**config.mk**
```make
export PLATFORM = sky130hd
export DESIGN_NAME = accumulator_machine_execute_unit
export DESIGN_NICKNAME = d
export VERILOG_FILES = /design/src/hw/rtl/amx_pkg.sv /design/src/hw/rtl/amx_queue.sv /design/src/hw/rtl/amx_front.sv /design/src/hw/rtl/amx_back.sv /design/src/hw/rtl/accumulator_machine_execute_unit.sv
export VERILOG_INCLUDE_DIRS = /design/src /design/src/hw/rtl
export SDC_FILE = /design/constraint.sdc
export NUM_CORES = 2
export LEC_CHECK = 0
export ABC_CLOCK_PERIOD_IN_PS = 6400
export BUFFER_PORTS_ARGS = -buffer_cell sky130_fd_sc_hd__buf_2
export CAP_MARGIN = 15
export CELL_PAD_IN_SITES_DETAIL_PLACEMENT = 1
export CELL_PAD_IN_SITES_GLOBAL_PLACEMENT = 2
export CORE_MARGIN = 2
export CORE_UTILIZATION = 41
export CTS_BUF_LIST = sky130_fd_sc_hd__clkbuf_4
export DETAILED_ROUTE_END_ITERATION = 8
export PLACE_DENSITY_LB_ADDON = 0.1
export RECOVER_POWER = 50
export SLEW_MARGIN = 20
export SYNTH_ARGS = -nofsm -noshare
export SYNTH_HDL_FRONTEND = slang
export SYNTH_SLANG_ARGS = --single-unit
```
**constraint.sdc**
```tcl
create_clock -name i_clk -period 6.4 [get_ports i_clk]
set_clock_uncertainty 0.2 [all_clocks]
set_input_delay 0.32 -clock i_clk [delete_from_list [all_inputs] [get_ports i_clk]]
set_output_delay 0.32 -clock i_clk [all_outputs]
set_load 0.02 [all_outputs]
```
**src/hw/rtl/accumulator_machine_execute_unit_macros.svh**
```systemverilog
// ----------------------------------------------------------------------------
// accumulator machine execute unit assertion macros
// immediate and next-cycle implication checks, clocked on i_clk, off in reset
// ----------------------------------------------------------------------------
`ifndef ACCUMULATOR_MACHINE_EXECUTE_UNIT_MACROS_SVH
`define ACCUMULATOR_MACHINE_EXECUTE_UNIT_MACROS_SVH
`ifndef SYNTHESIS
`define AMX_ASSERT_NOW(lbl, pre, post, msg) \
    lbl: assert property (@(posedge i_clk) disable iff (!i_rst_n) (pre) |-> (post)) \
        else $error(msg);
`define AMX_ASSERT_NEXT(lbl, pre, post, msg) \
    lbl: assert property (@(posedge i_clk) disable iff (!i_rst_n) (pre) |=> (post)) \
        else $error(msg);
`else
`define AMX_ASSERT_NOW(lbl, pre, post, msg)
`define AMX_ASSERT_NEXT(lbl, pre, post, msg)
`endif
`endif

```
**src/hw/rtl/amx_pkg.sv**
```systemverilog
// ----------------------------------------------------------------------------
// amx_pkg
// shared types, opcodes and status codes of the accumulator machine execute unit
// ----------------------------------------------------------------------------
package amx_pkg;

    localparam int DATA_WORDS_DEF = 128;
    localparam int MAX_JUMP_DEF   = 127;

    // instruction opcodes as they arrive
    localparam logic [3:0] OP_DEC = 4'd0;
    localparam logic [3:0] OP_LDI = 4'd1;
    localparam logic [3:0] OP_LDA = 4'd2;
    localparam logic [3:0] OP_STR = 4'd3;
    localparam logic [3:0] OP_ADD = 4'd4;
    localparam logic [3:0] OP_SUB = 4'd5;
    localparam logic [3:0] OP_XCH = 4'd6;
    localparam logic [3:0] OP_JMP = 4'd7;
    localparam logic [3:0] OP_JZS = 4'd8;
    localparam logic [3:0] OP_HLT = 4'd9;

    // result status codes
    localparam logic [1:0] ST_OK       = 2'd0;
    localparam logic [1:0] ST_OVERFLOW = 2'd1;
    localparam logic [1:0] ST_BAD_JUMP = 2'd2;
    localparam logic [1:0] ST_HALTED   = 2'd3;

    typedef enum logic [3:0] {
        CLS_NOP,
        CLS_LDI,
        CLS_LDA,
        CLS_STR,
        CLS_ADD,
        CLS_SUB,
        CLS_XCH,
        CLS_JMP,
        CLS_JZS,
        CLS_HLT
    } t_cls;

    // classified instruction, front to back
    typedef struct packed {
        t_cls               cls;
        logic signed [15:0] imm;
        logic [6:0]         addr;      // already reduced modulo the store depth
        logic               jump_bad;  // target above the jump limit
        logic [6:0]         pc;
    } t_cmd;

    // one result item
    typedef struct packed {
        logic [1:0]         status;
        logic signed [15:0] acc;
        logic signed [15:0] dr;
        logic               zero;
        logic               pc_load;
        logic [6:0]         pc_value;
        logic               halted;
    } t_res;

endpackage

```
**src/hw/rtl/amx_queue.sv**
```systemverilog
// ----------------------------------------------------------------------------
// amx_queue
// small register queue used between front and back and on the result side
// ----------------------------------------------------------------------------
module amx_queue #(
    parameter type t_item = logic,
    parameter int  DEPTH  = 2
) (
    input  logic  i_clk,
    input  logic  i_rst_n,
    input  logic  i_push,
    input  t_item i_data,
    output logic  o_full,
    input  logic  i_pop,
    output t_item o_data,
    output logic  o_empty
);

    localparam int PW = (DEPTH > 1) ? $clog2(DEPTH) : 1;
    localparam int CW = $clog2(DEPTH + 1);

    t_item          r_mem [DEPTH];
    logic [PW-1:0]  r_wr_ptr;
    logic [PW-1:0]  r_rd_ptr;
    logic [CW-1:0]  r_count;
    logic           w_push;
    logic           w_pop;

    assign o_full  = (r_count == CW'(DEPTH));
    assign o_empty = (r_count == '0);
    assign w_push  = i_push && !o_full;
    assign w_pop   = i_pop && !o_empty;
    assign o_data  = r_mem[r_rd_ptr];

    always_ff @(posedge i_clk) begin
        if (!i_rst_n) begin
            r_wr_ptr <= '0;
            r_rd_ptr <= '0;
            r_count  <= '0;
        end else begin
            if (w_push) begin
                r_wr_ptr <= (r_wr_ptr == PW'(DEPTH - 1)) ? '0 : r_wr_ptr + PW'(1);
            end
            if (w_pop) begin
                r_rd_ptr <= (r_rd_ptr == PW'(DEPTH - 1)) ? '0 : r_rd_ptr + PW'(1);
            end
            if (w_push && !w_pop) begin
                r_count <= r_count + CW'(1);
            end else if (w_pop && !w_push) begin
                r_count <= r_count - CW'(1);
            end
        end
    end

    always_ff @(posedge i_clk) begin
        if (w_push) begin
            r_mem[r_wr_ptr] <= i_data;
        end
    end

endmodule

```
**src/hw/rtl/amx_front.sv**
```systemverilog
// ----------------------------------------------------------------------------
// amx_front
// classifies an incoming instruction: opcode class, store index, jump check
// ----------------------------------------------------------------------------
module amx_front #(
    parameter int DATA_WORDS = amx_pkg::DATA_WORDS_DEF,
    parameter int MAX_JUMP   = amx_pkg::MAX_JUMP_DEF
) (
    input  logic [3:0]         i_op,
    input  logic signed [15:0] i_immediate,
    input  logic [6:0]         i_data_address,
    input  logic [7:0]         i_jump_target,
    output amx_pkg::t_cmd      o_cmd
);

    amx_pkg::t_cls w_cls;
    logic [6:0]    w_rem;

    always_comb begin
        unique case (i_op)
            amx_pkg::OP_LDI: w_cls = amx_pkg::CLS_LDI;
            amx_pkg::OP_LDA: w_cls = amx_pkg::CLS_LDA;
            amx_pkg::OP_STR: w_cls = amx_pkg::CLS_STR;
            amx_pkg::OP_ADD: w_cls = amx_pkg::CLS_ADD;
            amx_pkg::OP_SUB: w_cls = amx_pkg::CLS_SUB;
            amx_pkg::OP_XCH: w_cls = amx_pkg::CLS_XCH;
            amx_pkg::OP_JMP: w_cls = amx_pkg::CLS_JMP;
            amx_pkg::OP_JZS: w_cls = amx_pkg::CLS_JZS;
            amx_pkg::OP_HLT: w_cls = amx_pkg::CLS_HLT;
            default:         w_cls = amx_pkg::CLS_NOP;  // dec and unused codes
        endcase
    end

    // address modulo store depth by restoring subtraction of shifted depths
    always_comb begin
        w_rem = i_data_address;
        for (int k = 6; k >= 0; k--) begin
            if ((DATA_WORDS << k) <= 127 && int'(w_rem) >= (DATA_WORDS << k)) begin
                w_rem = w_rem - 7'(DATA_WORDS << k);
            end
        end
    end

    always_comb begin
        o_cmd.cls      = w_cls;
        o_cmd.imm      = i_immediate;
        o_cmd.addr     = w_rem;
        o_cmd.jump_bad = (int'(i_jump_target) > MAX_JUMP);
        o_cmd.pc       = i_jump_target[6:0];
    end

endmodule

```
**src/hw/rtl/amx_back.sv**
```systemverilog
// ----------------------------------------------------------------------------
// amx_back
// store read stage, then execute against accumulator, data register and flags
// ----------------------------------------------------------------------------
`include "accumulator_machine_execute_unit_macros.svh"

module amx_back #(
    parameter int DATA_WORDS = amx_pkg::DATA_WORDS_DEF
) (
    input  logic          i_clk,
    input  logic          i_rst_n,
    input  logic          i_cmd_valid,
    input  amx_pkg::t_cmd i_cmd,
    output logic          o_cmd_pop,
    input  logic          i_res_full,
    output logic          o_res_push,
    output amx_pkg::t_res o_res
);

    localparam int AW = (DATA_WORDS > 1) ? $clog2(DATA_WORDS) : 1;

    // data store, valid bit per word stands in for the reset clear
    logic [15:0]           r_mem [DATA_WORDS];
    logic [DATA_WORDS-1:0] r_mem_vld;

    // read stage
    logic                  r_a_valid;
    amx_pkg::t_cmd         r_a_cmd;
    logic [15:0]           r_a_rd;

    // architectural state
    logic [15:0]           r_acc;
    logic [15:0]           r_dr;
    logic                  r_zero;
    logic                  r_halt;

    logic [15:0]           n_acc;
    logic [15:0]           n_dr;
    logic                  n_zero;
    logic                  n_halt;

    logic                  w_fire;
    logic                  w_load;
    logic [AW-1:0]         w_rd_idx;
    logic [AW-1:0]         w_wr_idx;
    logic                  w_store;
    logic                  w_wr_en;
    logic                  w_sub;
    logic [16:0]           w_a17;
    logic [16:0]           w_d17;
    logic [16:0]           w_sum17;
    logic                  w_ovf;
    logic [1:0]            w_status;
    logic                  w_pc_load;
    logic [6:0]            w_pc_value;

    assign w_fire    = r_a_valid && !i_res_full;
    assign w_load    = i_cmd_valid && (!r_a_valid || w_fire);
    assign o_cmd_pop = w_load;
    assign w_rd_idx  = AW'(i_cmd.addr);
    assign w_wr_idx  = AW'(r_a_cmd.addr);
    assign w_wr_en   = w_fire && w_store;

    // one adder for add and sub, overflow from the two top sum bits
    assign w_sub   = (r_a_cmd.cls == amx_pkg::CLS_SUB);
    assign w_a17   = {r_acc[15], r_acc};
    assign w_d17   = {r_dr[15], r_dr};
    assign w_sum17 = w_a17 + (w_sub ? ~w_d17 : w_d17) + 17'(w_sub);
    assign w_ovf   = w_sum17[16] ^ w_sum17[15];

    always_comb begin
        n_acc      = r_acc;
        n_dr       = r_dr;
        n_zero     = r_zero;
        n_halt     = r_halt;
        w_status   = amx_pkg::ST_OK;
        w_pc_load  = 1'b0;
        w_pc_value = '0;
        w_store    = 1'b0;
        if (r_halt) begin
            w_status = amx_pkg::ST_HALTED;
        end else begin
            unique case (r_a_cmd.cls)
                amx_pkg::CLS_LDI: n_acc = r_a_cmd.imm;
                amx_pkg::CLS_LDA: n_acc = r_a_rd;
                amx_pkg::CLS_STR: w_store = 1'b1;
                amx_pkg::CLS_ADD, amx_pkg::CLS_SUB: begin
                    if (w_ovf) begin
                        w_status = amx_pkg::ST_OVERFLOW;
                    end else begin
                        n_acc  = w_sum17[15:0];
                        n_zero = (w_sum17[15:0] == '0);
                    end
                end
                amx_pkg::CLS_XCH: begin
                    n_acc = r_dr;
                    n_dr  = r_acc;
                end
                amx_pkg::CLS_JMP, amx_pkg::CLS_JZS: begin
                    if (r_a_cmd.cls == amx_pkg::CLS_JMP || r_zero) begin
                        if (r_a_cmd.jump_bad) begin
                            w_status = amx_pkg::ST_BAD_JUMP;
                        end else begin
                            w_pc_load  = 1'b1;
                            w_pc_value = r_a_cmd.pc;
                        end
                    end
                end
                amx_pkg::CLS_HLT: n_halt = 1'b1;
                default: ;  // no operation
            endcase
        end
    end

    assign o_res_push      = w_fire;
    assign o_res.status    = w_status;
    assign o_res.acc       = n_acc;
    assign o_res.dr        = n_dr;
    assign o_res.zero      = n_zero;
    assign o_res.pc_load   = w_pc_load;
    assign o_res.pc_value  = w_pc_value;
    assign o_res.halted    = n_halt;

    always_ff @(posedge i_clk) begin
        if (!i_rst_n) begin
            r_a_valid <= 1'b0;
            r_acc     <= '0;
            r_dr      <= '0;
            r_zero    <= 1'b0;
            r_halt    <= 1'b0;
            r_mem_vld <= '0;
        end else begin
            if (w_load) begin
                r_a_valid <= 1'b1;
            end else if (w_fire) begin
                r_a_valid <= 1'b0;
            end
            if (w_fire) begin
                r_acc  <= n_acc;
                r_dr   <= n_dr;
                r_zero <= n_zero;
                r_halt <= n_halt;
            end
            if (w_wr_en) begin
                r_mem_vld[w_wr_idx] <= 1'b1;
            end
        end
    end

    // store write and registered read, a store in execute forwards to the read
    always_ff @(posedge i_clk) begin
        if (w_wr_en) begin
            r_mem[w_wr_idx] <= r_acc;
        end
        if (w_load) begin
            r_a_cmd <= i_cmd;
            if (w_wr_en && w_wr_idx == w_rd_idx) begin
                r_a_rd <= r_acc;
            end else if (r_mem_vld[w_rd_idx]) begin
                r_a_rd <= r_mem[w_rd_idx];
            end else begin
                r_a_rd <= '0;
            end
        end
    end

    `AMX_ASSERT_NEXT(a_halt_sticky, r_halt, r_halt, "halt flag cleared outside reset")
    `AMX_ASSERT_NOW(a_halt_ignores, w_fire && r_halt, o_res.status == amx_pkg::ST_HALTED && !w_wr_en, "item executed while halted")
    `AMX_ASSERT_NEXT(a_ovf_keeps_acc, w_fire && w_status == amx_pkg::ST_OVERFLOW, $stable(r_acc), "accumulator changed on overflow")

endmodule

```
**src/hw/rtl/accumulator_machine_execute_unit.sv**
```systemverilog
// ----------------------------------------------------------------------------
// accumulator_machine_execute_unit
// execute stage of a small accumulator machine, one decoded instruction per item
// ----------------------------------------------------------------------------
// One instruction item in, one result item out. The unit sustains one item per
// clock when the result side pops every cycle; the first result of an idle unit
// passes through the command queue, the store read stage and execute into the
// result queue. The store read stage is set by the registered read of the data
// store: the read is issued ahead of execution and a store executing in the
// same cycle is forwarded into it. The store needs no clearing pass after
// reset, since a valid bit per word makes an unwritten word read as zero. full
// rises only when the result queue backs up into the command queue.
// ----------------------------------------------------------------------------
module accumulator_machine_execute_unit #(
    parameter int DATA_WORDS = amx_pkg::DATA_WORDS_DEF,
    parameter int MAX_JUMP   = amx_pkg::MAX_JUMP_DEF
) (
    input  logic               i_clk,
    input  logic               i_rst_n,
    // instruction side
    input  logic               push,
    output logic               full,
    input  logic [3:0]         i_op,
    input  logic signed [15:0] i_immediate,
    input  logic [6:0]         i_data_address,
    input  logic [7:0]         i_jump_target,
    // result side
    output logic               empty,
    input  logic               pop,
    output logic [1:0]         o_status,
    output logic signed [15:0] o_accumulator_out,
    output logic signed [15:0] o_data_register_out,
    output logic               o_zero_flag,
    output logic               o_pc_load,
    output logic [6:0]         o_pc_value,
    output logic               o_halted_out
);

    amx_pkg::t_cmd w_front_cmd;   // classified item from the front
    amx_pkg::t_cmd w_queue_cmd;   // oldest waiting item for the back
    logic          w_cmd_empty;
    logic          w_cmd_pop;
    logic          w_res_full;
    logic          w_res_push;
    amx_pkg::t_res w_back_res;
    amx_pkg::t_res w_out_res;

    // front: decode opcode, reduce the store address, check the jump target
    amx_front #(
        .DATA_WORDS (DATA_WORDS),
        .MAX_JUMP   (MAX_JUMP)
    ) u_front (
        .i_op           (i_op),
        .i_immediate    (i_immediate),
        .i_data_address (i_data_address),
        .i_jump_target  (i_jump_target),
        .o_cmd          (w_front_cmd)
    );

    // command queue decouples acceptance from execution
    amx_queue #(
        .t_item (amx_pkg::t_cmd),
        .DEPTH  (2)
    ) u_cmd_queue (
        .i_clk   (i_clk),
        .i_rst_n (i_rst_n),
        .i_push  (push),
        .i_data  (w_front_cmd),
        .o_full  (full),
        .i_pop   (w_cmd_pop),
        .o_data  (w_queue_cmd),
        .o_empty (w_cmd_empty)
    );

    // back: store read stage and execute, holds all machine state
    amx_back #(
        .DATA_WORDS (DATA_WORDS)
    ) u_back (
        .i_clk       (i_clk),
        .i_rst_n     (i_rst_n),
        .i_cmd_valid (!w_cmd_empty),
        .i_cmd       (w_queue_cmd),
        .o_cmd_pop   (w_cmd_pop),
        .i_res_full  (w_res_full),
        .o_res_push  (w_res_push),
        .o_res       (w_back_res)
    );

    // result queue parts execution from the consumer
    amx_queue #(
        .t_item (amx_pkg::t_res),
        .DEPTH  (2)
    ) u_res_queue (
        .i_clk   (i_clk),
        .i_rst_n (i_rst_n),
        .i_push  (w_res_push),
        .i_data  (w_back_res),
        .o_full  (w_res_full),
        .i_pop   (pop),
        .o_data  (w_out_res),
        .o_empty (empty)
    );

    assign o_status            = w_out_res.status;
    assign o_accumulator_out   = w_out_res.acc;
    assign o_data_register_out = w_out_res.dr;
    assign o_zero_flag         = w_out_res.zero;
    assign o_pc_load           = w_out_res.pc_load;
    assign o_pc_value          = w_out_res.pc_value;
    assign o_halted_out        = w_out_res.halted;

endmodule
```
* Word-level counts from Yosys, hierarchy flattened *
Memories as Yosys holds them, arrays and structs flattened. A register that Yosys moved wholly into a read port is not among the register bits.
Index checks and enable logic that the tools add are counted.

cells by class
  $add $sub $neg = 10
  multipliers = 0
  div/mod/pow operators = 0
  $lt $le $gt $ge = 4
  equality and inequality tests = 12
  shift-type cells = 0
  mux-type cells = 52
  bitwise operators = 3
  reduce and logical (&&, ||, !) cells = 32

operator list
  cell                 count
  $or 128x128->128     1
  $mux 16              6
  $pmux 16 s4          1
  $mux 1               30
  $mux 7               4
  $add 17x1->17        1
  $add 17x17->17       1
  $mux 17              1
  $not 17->17          1
  $eq 4x3->1 const B   4
  $logic_not 16->1     1
  $lt 7x8->1 const B   2
  $mux 2               7
  $logic_and 1x1->1    13
  $logic_not 1->1      9
  $eq 4x2->1 const B   2
  $eq 4x4->1 const B   2
  $gt 8x7->1 const B   1
  $bmux 1 s7           1
  $demux 1 s7          1
  $eq 7x7->1           1
  $ge 7x1->1 const B   1
  $reduce_bool 2->1    3
  $add 1x1->1 const B  4
  other kinds (9)      15

storage, ports and cells
  register bits = 222
  latch bits = 0
  RAM bits = 2206
  ROM bits = 64
  input port bits = 39
  output and inout port bits = 46
  logic and storage cells = 135
  memories = 4

memories
  name               words  bits a word  read ports  clocked after memory_dff  write ports  line             source
  u_back.r_mem       128    16           1           0                         1            amx_back.sv:23   logic [15:0] r_mem [DATA_WORDS];
  u_res_queue.r_mem  2      44           1           1                         1            amx_queue.sv:22  t_item r_mem [DEPTH];
  u_cmd_queue.r_mem  2      35           1           1                         1            amx_queue.sv:22
  (name not given)   16     4            1           0                         0            amx_front.sv:20  unique case (i_op)

* Logic depth before layout (Yosys ltp) *
  depth in word-level cells = 9
  depth in mapped cells = 17

* Cells and area by module *
Synthesis repeated with hierarchy kept, for this count alone.

unflattened totals
  cells, all modules = 4516
  area, all modules = 94697.1 um^2

by module, submodules not included
  module                            instances  cells each  area an instance (um^2)  seq. area each (um^2)
  amx_back                          1          4183        88263.4                  66293.6
  amx_queue (u_res_queue)           1          162         3407.0                   2742.6
  amx_queue (u_cmd_queue)           1          134         2757.6                   2202.1
  amx_front                         1          36          265.3                    0.0
  accumulator_machine_execute_unit  1          1           3.8                      0.0

* Worst setup path before layout *
OpenSTA, ideal clock, no wires.

  path type = register -> register
  from = reg u_back.r_acc[4]
  to = mem u_res_queue.r_mem[0][9] in the netlist's numbering (data pin)
  library setup time = 0.174 ns
  arrival time = 4.578 ns
  data required time = 6.026 ns
  setup slack = 1.448 ns
  cell stages (with the launch flop) = 11
  buffers on the path = 0
  path through = dfxtp_1 > ha_1 > a21o_1 > a21oi_1 > or4b_4 > a21oi_4 > xnor2_1 > or4_1 > nor4_2 > nand4_1 > o31ai_2

on the way
  longest elaborated chain between the ends = 6

ends and longest elaborated chain
  element                                                 line                            source
  start: declaration                                      amx_back.sv:32                  logic [15:0] r_acc;
  start signal: assignment                                amx_back.sv:139                 r_acc <= n_acc;
  $add 17x17->17 *                                        amx_back.sv:68                  assign w_sum17 = w_a17 + (w_sub ? ~w_d17 : w_d17) + 17'(w_sub);
  $add 17x1->17 *                                         amx_back.sv:68
  $logic_not 16->1 / $xor 1x1->1 (equally long branches)  amx_back.sv:92, amx_back.sv:69
  $mux 1 *                                                amx_back.sv:88                  if (w_ovf) begin
  $mux 1 *                                                amx_back.sv:83                  unique case (r_a_cmd.cls)
  $mux 1 *                                                amx_back.sv:80                  if (r_halt) begin
  via u_back.n_zero                                       amx_back.sv:39                  logic n_zero;
  end: declaration                                        amx_queue.sv:22

Mark *: on every way through the listed nets, which the timed path passes. The rest lies on a longest branch.

* Final worst setup path *
  from = reg u_back.r_acc[15]
  to = mem u_back.r_mem[40][15], in the netlist u_back.r_mem[10][15] (data pin)

RTL lines
  element           line
  end: declaration  amx_back.sv:23

Straight into the memory's write port.

==> flow_summary.toml <==
[run_status]
status = "complete, but fails checks"
violations = "max-capacitance violations, max-slew violations"

[hold_path]
hold_depth = 4
hold_class = "in -> reg"

[worst_setup_path]
r2r_start = "u_back.r_acc[15]"
cp-start-kind = "flop"
crit_type = "reg -> reg"
crit_buf_inv = 2
worst-path-stages = 2
worstPathRequired_ns = 7.31
r2r_setup_slack_ns = 0.53
crit_path_max_incr_delay_ns = 2.68
cp-startpoint = "u_back.r_acc[15]"
r2r_cells = 2
crit_family = "buffers and inverters"
rr_endpoint = "u_back.r_mem[10][15]"
crit_path_max_fanout = 60
worstPathArrival_ns = 6.77
critical-path-slowest-cell = "clkbuf_1"
end_kind = "flop"
crit_end = "u_back.r_mem[10][15]"
crit_chain = "clkbuf_1 -> buf_4"

[global_route]
grt_pass1_vias = 68491
grt.overflow.total = 0
grt_start_max_net_pins = 128
antenna_found_initial = 20
grt_util_all_layers = 0.2790
grt_pass1_wl_mm = 489.0

[routing]
drcViolationCount = 0
met1_length_mm = 146.2
vias_per_cell = 5.714
highest_layer = "met5"
postRouteAntennaNets = 0
met3_length_mm = 21.61
wirelength_mm = 342.0
firstDrtPassIters = 6
drtIter0Drc = 5508
wl_per_cell_um = 29.51
vias = 66225
wl_met2_mm = 163.8

[clock_network]
clkTransAtPathRegs_ns = 0.06
clockRootBuffer = "clkbuf_4"
cts_tree = "built"
clkLatencyLatePin_ns = 1.50
cts_resized = 0
cts_buffer_depth = 4
cts_max_level = 6
cts_made_buffers = 671
clock-sinks = 2430

[synthesis]
synth_nets = 7328
yosys_most_used_dff = "edfxtp_1"
synthesis.area_um2 = 96950
syn_area_per_cell_um2 = 13.33
yosys.cell_types.count = 90
ys_ff_latch = 2430
synth_cells = 7271
synth_async_sr_flop_share = 0
synth_seq_area_share = 0.7348
yosys_warnings = 0
synth-edff-count = 2257

[floorplanning]
io_pins = 85
dieWidth_um = 490.3
core_um2 = 235200
start_util = 0.4122
die-area_um2 = 240400
dieHeight_um = 490.3
fp-row-count = 178

[timing]
fmax_mhz = 170.5
worstMarginPinSlew_ns = 4.355
slew_violations = 2186
period_share = 0.9166
finalSetupViolCount = 0
slew-limit-headroom = -1.904
rsz0062_at_grt = "no"
fin_crit_ns = 5.866
tns_ns = 0
finalHoldViolCount = 0

[job]
drv_cap = 42

[finish]
nets = 8020
finish.utilization = 0.4742
drive_gt1_frac = 0.1965
area_growth_pct = 15.03

[placed_design]
gp_congestion = 0.8345
io_buffer_count = 84
hpwl_mm = 196.9

[power_and_ir_drop]
pwr_density_cell_nw_per_um2 = 417.0
vdd.ir_drop.worst_v = 0.0003106
power.leakage_uw = 0.03929
## where the power goes
| group | leakage, µW | total [µW] | switching, µW | internal (µW) |
|---|---|---|---|---|
| clock network | 0.00512 | 14400 | 6570 | 7780 |
| registers | 0.0221 | 19600 | 819 | 18800 |
| logic | 0.0120 | 12600 | 9320 | 3230 |
## how the worst min path moves through the flow
stage               slack [ns]                  start                       end
floorplan                 0.22       i_jump_target[0]   u_cmd_queue.r_mem[0][0]
global placement          0.25  u_back.r_mem_vld[110]     u_back.r_mem_vld[110]
detailed placement        0.25   u_back.r_mem_vld[96]      u_back.r_mem_vld[96]
CTS                       0.03                i_op[3]  u_cmd_queue.r_mem[0][32]
global route              0.14                i_op[3]  u_cmd_queue.r_mem[0][32]
finish                    0.21                i_op[3]  u_cmd_queue.r_mem[0][32]
## per-stage QoR
| stage | setup slack, ns | instances | area, µm² | hold slack, ns | total power, µW |
|---|---|---|---|---|---|
| after floorplan | 1.448 | 7271 | 96950 | 0.2189 | 26430 |
| after global placement | 0.9680 | 10327 | 102000 | 0.2461 | 32160 |
| after detailed placement | 0.9146 | 10327 | 102100 | 0.2522 | 32320 |
| after CTS | 0.8774 | 11581 | 111700 | 0.03363 | 46760 |
| after global routing | 0.3844 | 11587 | 111500 | 0.1449 | 48420 |
| final | 0.5336 | 11590 | 111500 | 0.2074 | 46500 |
## placed cells by master, fill, tap and decap left out, drive strengths merged, types with 63 or more instances in the layout
cell type,instances
a21oi,153
a311oi,67
a31oi,97
a32oi,98
and3,100
buf,341
clkbuf,1070
clkinv,91
dfxtp,173
dlygate4sd3,111
edfxtp,2257
mux2,88
mux2i,208
nand2,1836
nand3,732
nand4,63
nor2,333
o21a,74
o21ai,68
## sequential cells by signal (all words and copies together) (netlist names), named ones only
signal,count
u_back.r_acc,16
u_res_queue.r_rd_ptr,1
u_res_queue.r_count,2
u_cmd_queue.r_count,2
u_back.r_mem,2048
u_back.r_zero,1
u_cmd_queue.r_wr_ptr,1
u_back.r_mem_vld,128
u_cmd_queue.r_mem,70
u_back.w_wr_idx,7
u_back.r_a_valid,1
u_back.r_dr,16
u_res_queue.r_wr_ptr,1
u_cmd_queue.r_rd_ptr,1
u_back.r_a_rd,16
u_back.r_halt,1
u_back.r_a_cmd,28
u_res_queue.r_mem,88
## final cells by class
type                    count  area (µm²)
clock inverters           114       827.0
well taps                3150        3941
diodes                      7       17.52
multi-input cells        4346       23690
repair buffers            493        3956
inverters                  21       112.6
clock buffers            1029        7725
fillers                 24210      123700
flip-flops and latches   2430       71250
## per-layer routing
layer  GRT usage  vias up
met5           0        -
met4     0.09277       12
met3     0.05157      556
met2      0.4588     2319
met1      0.3728    34556
li1            -    28782
## worst register-to-register path: cells and delay by family, from the launching register on
kind	cells	cell delay [ns]
buffers and inverters	2	3.50
flip-flops	1	1.73
## repair_timing
item,4_1_cts,5_1_grt
setup buffers,0,0
hold buffers,111,0
setup endpoints to repair,0,0
hold endpoints to repair,313,0
## cells in the mapped netlist, drive strengths merged (42+ instances only)
library cell | n | area (µm²)
dfxtp | 173 | 3463
clkbuf | 226 | 848.3
a32oi | 98 | 858.3
nor2 | 333 | 1250
a21oi | 153 | 777.0
o2111ai | 50 | 437.9
buf | 248 | 1494
a31oi | 97 | 606.8
o21a | 74 | 555.5
nor3 | 58 | 300.3
edfxtp | 2257 | 67780
o21ai | 68 | 344.1
nand2 | 1836 | 6892
a32o | 42 | 420.4
nand4 | 63 | 394.1
and3 | 100 | 625.6
a311oi | 67 | 586.8
mux2 | 88 | 991.0
nand3 | 732 | 3664
mux2i | 208 | 2098
## kinds of logic after synthesis
group,Yosys count,synth area share
AND/OR/NAND/NOR,3188,0.1404
flip-flops,2430,0.7348
AO/OA/AOI/OAI,790,0.05975
buffers and inverters,495,0.02500
multiplexers,302,0.03326
XOR/XNOR,47,0.004246
adder cells (fa/ha/maj),19,0.002504
No activity file was read; power rests on OpenSTA's default activity.
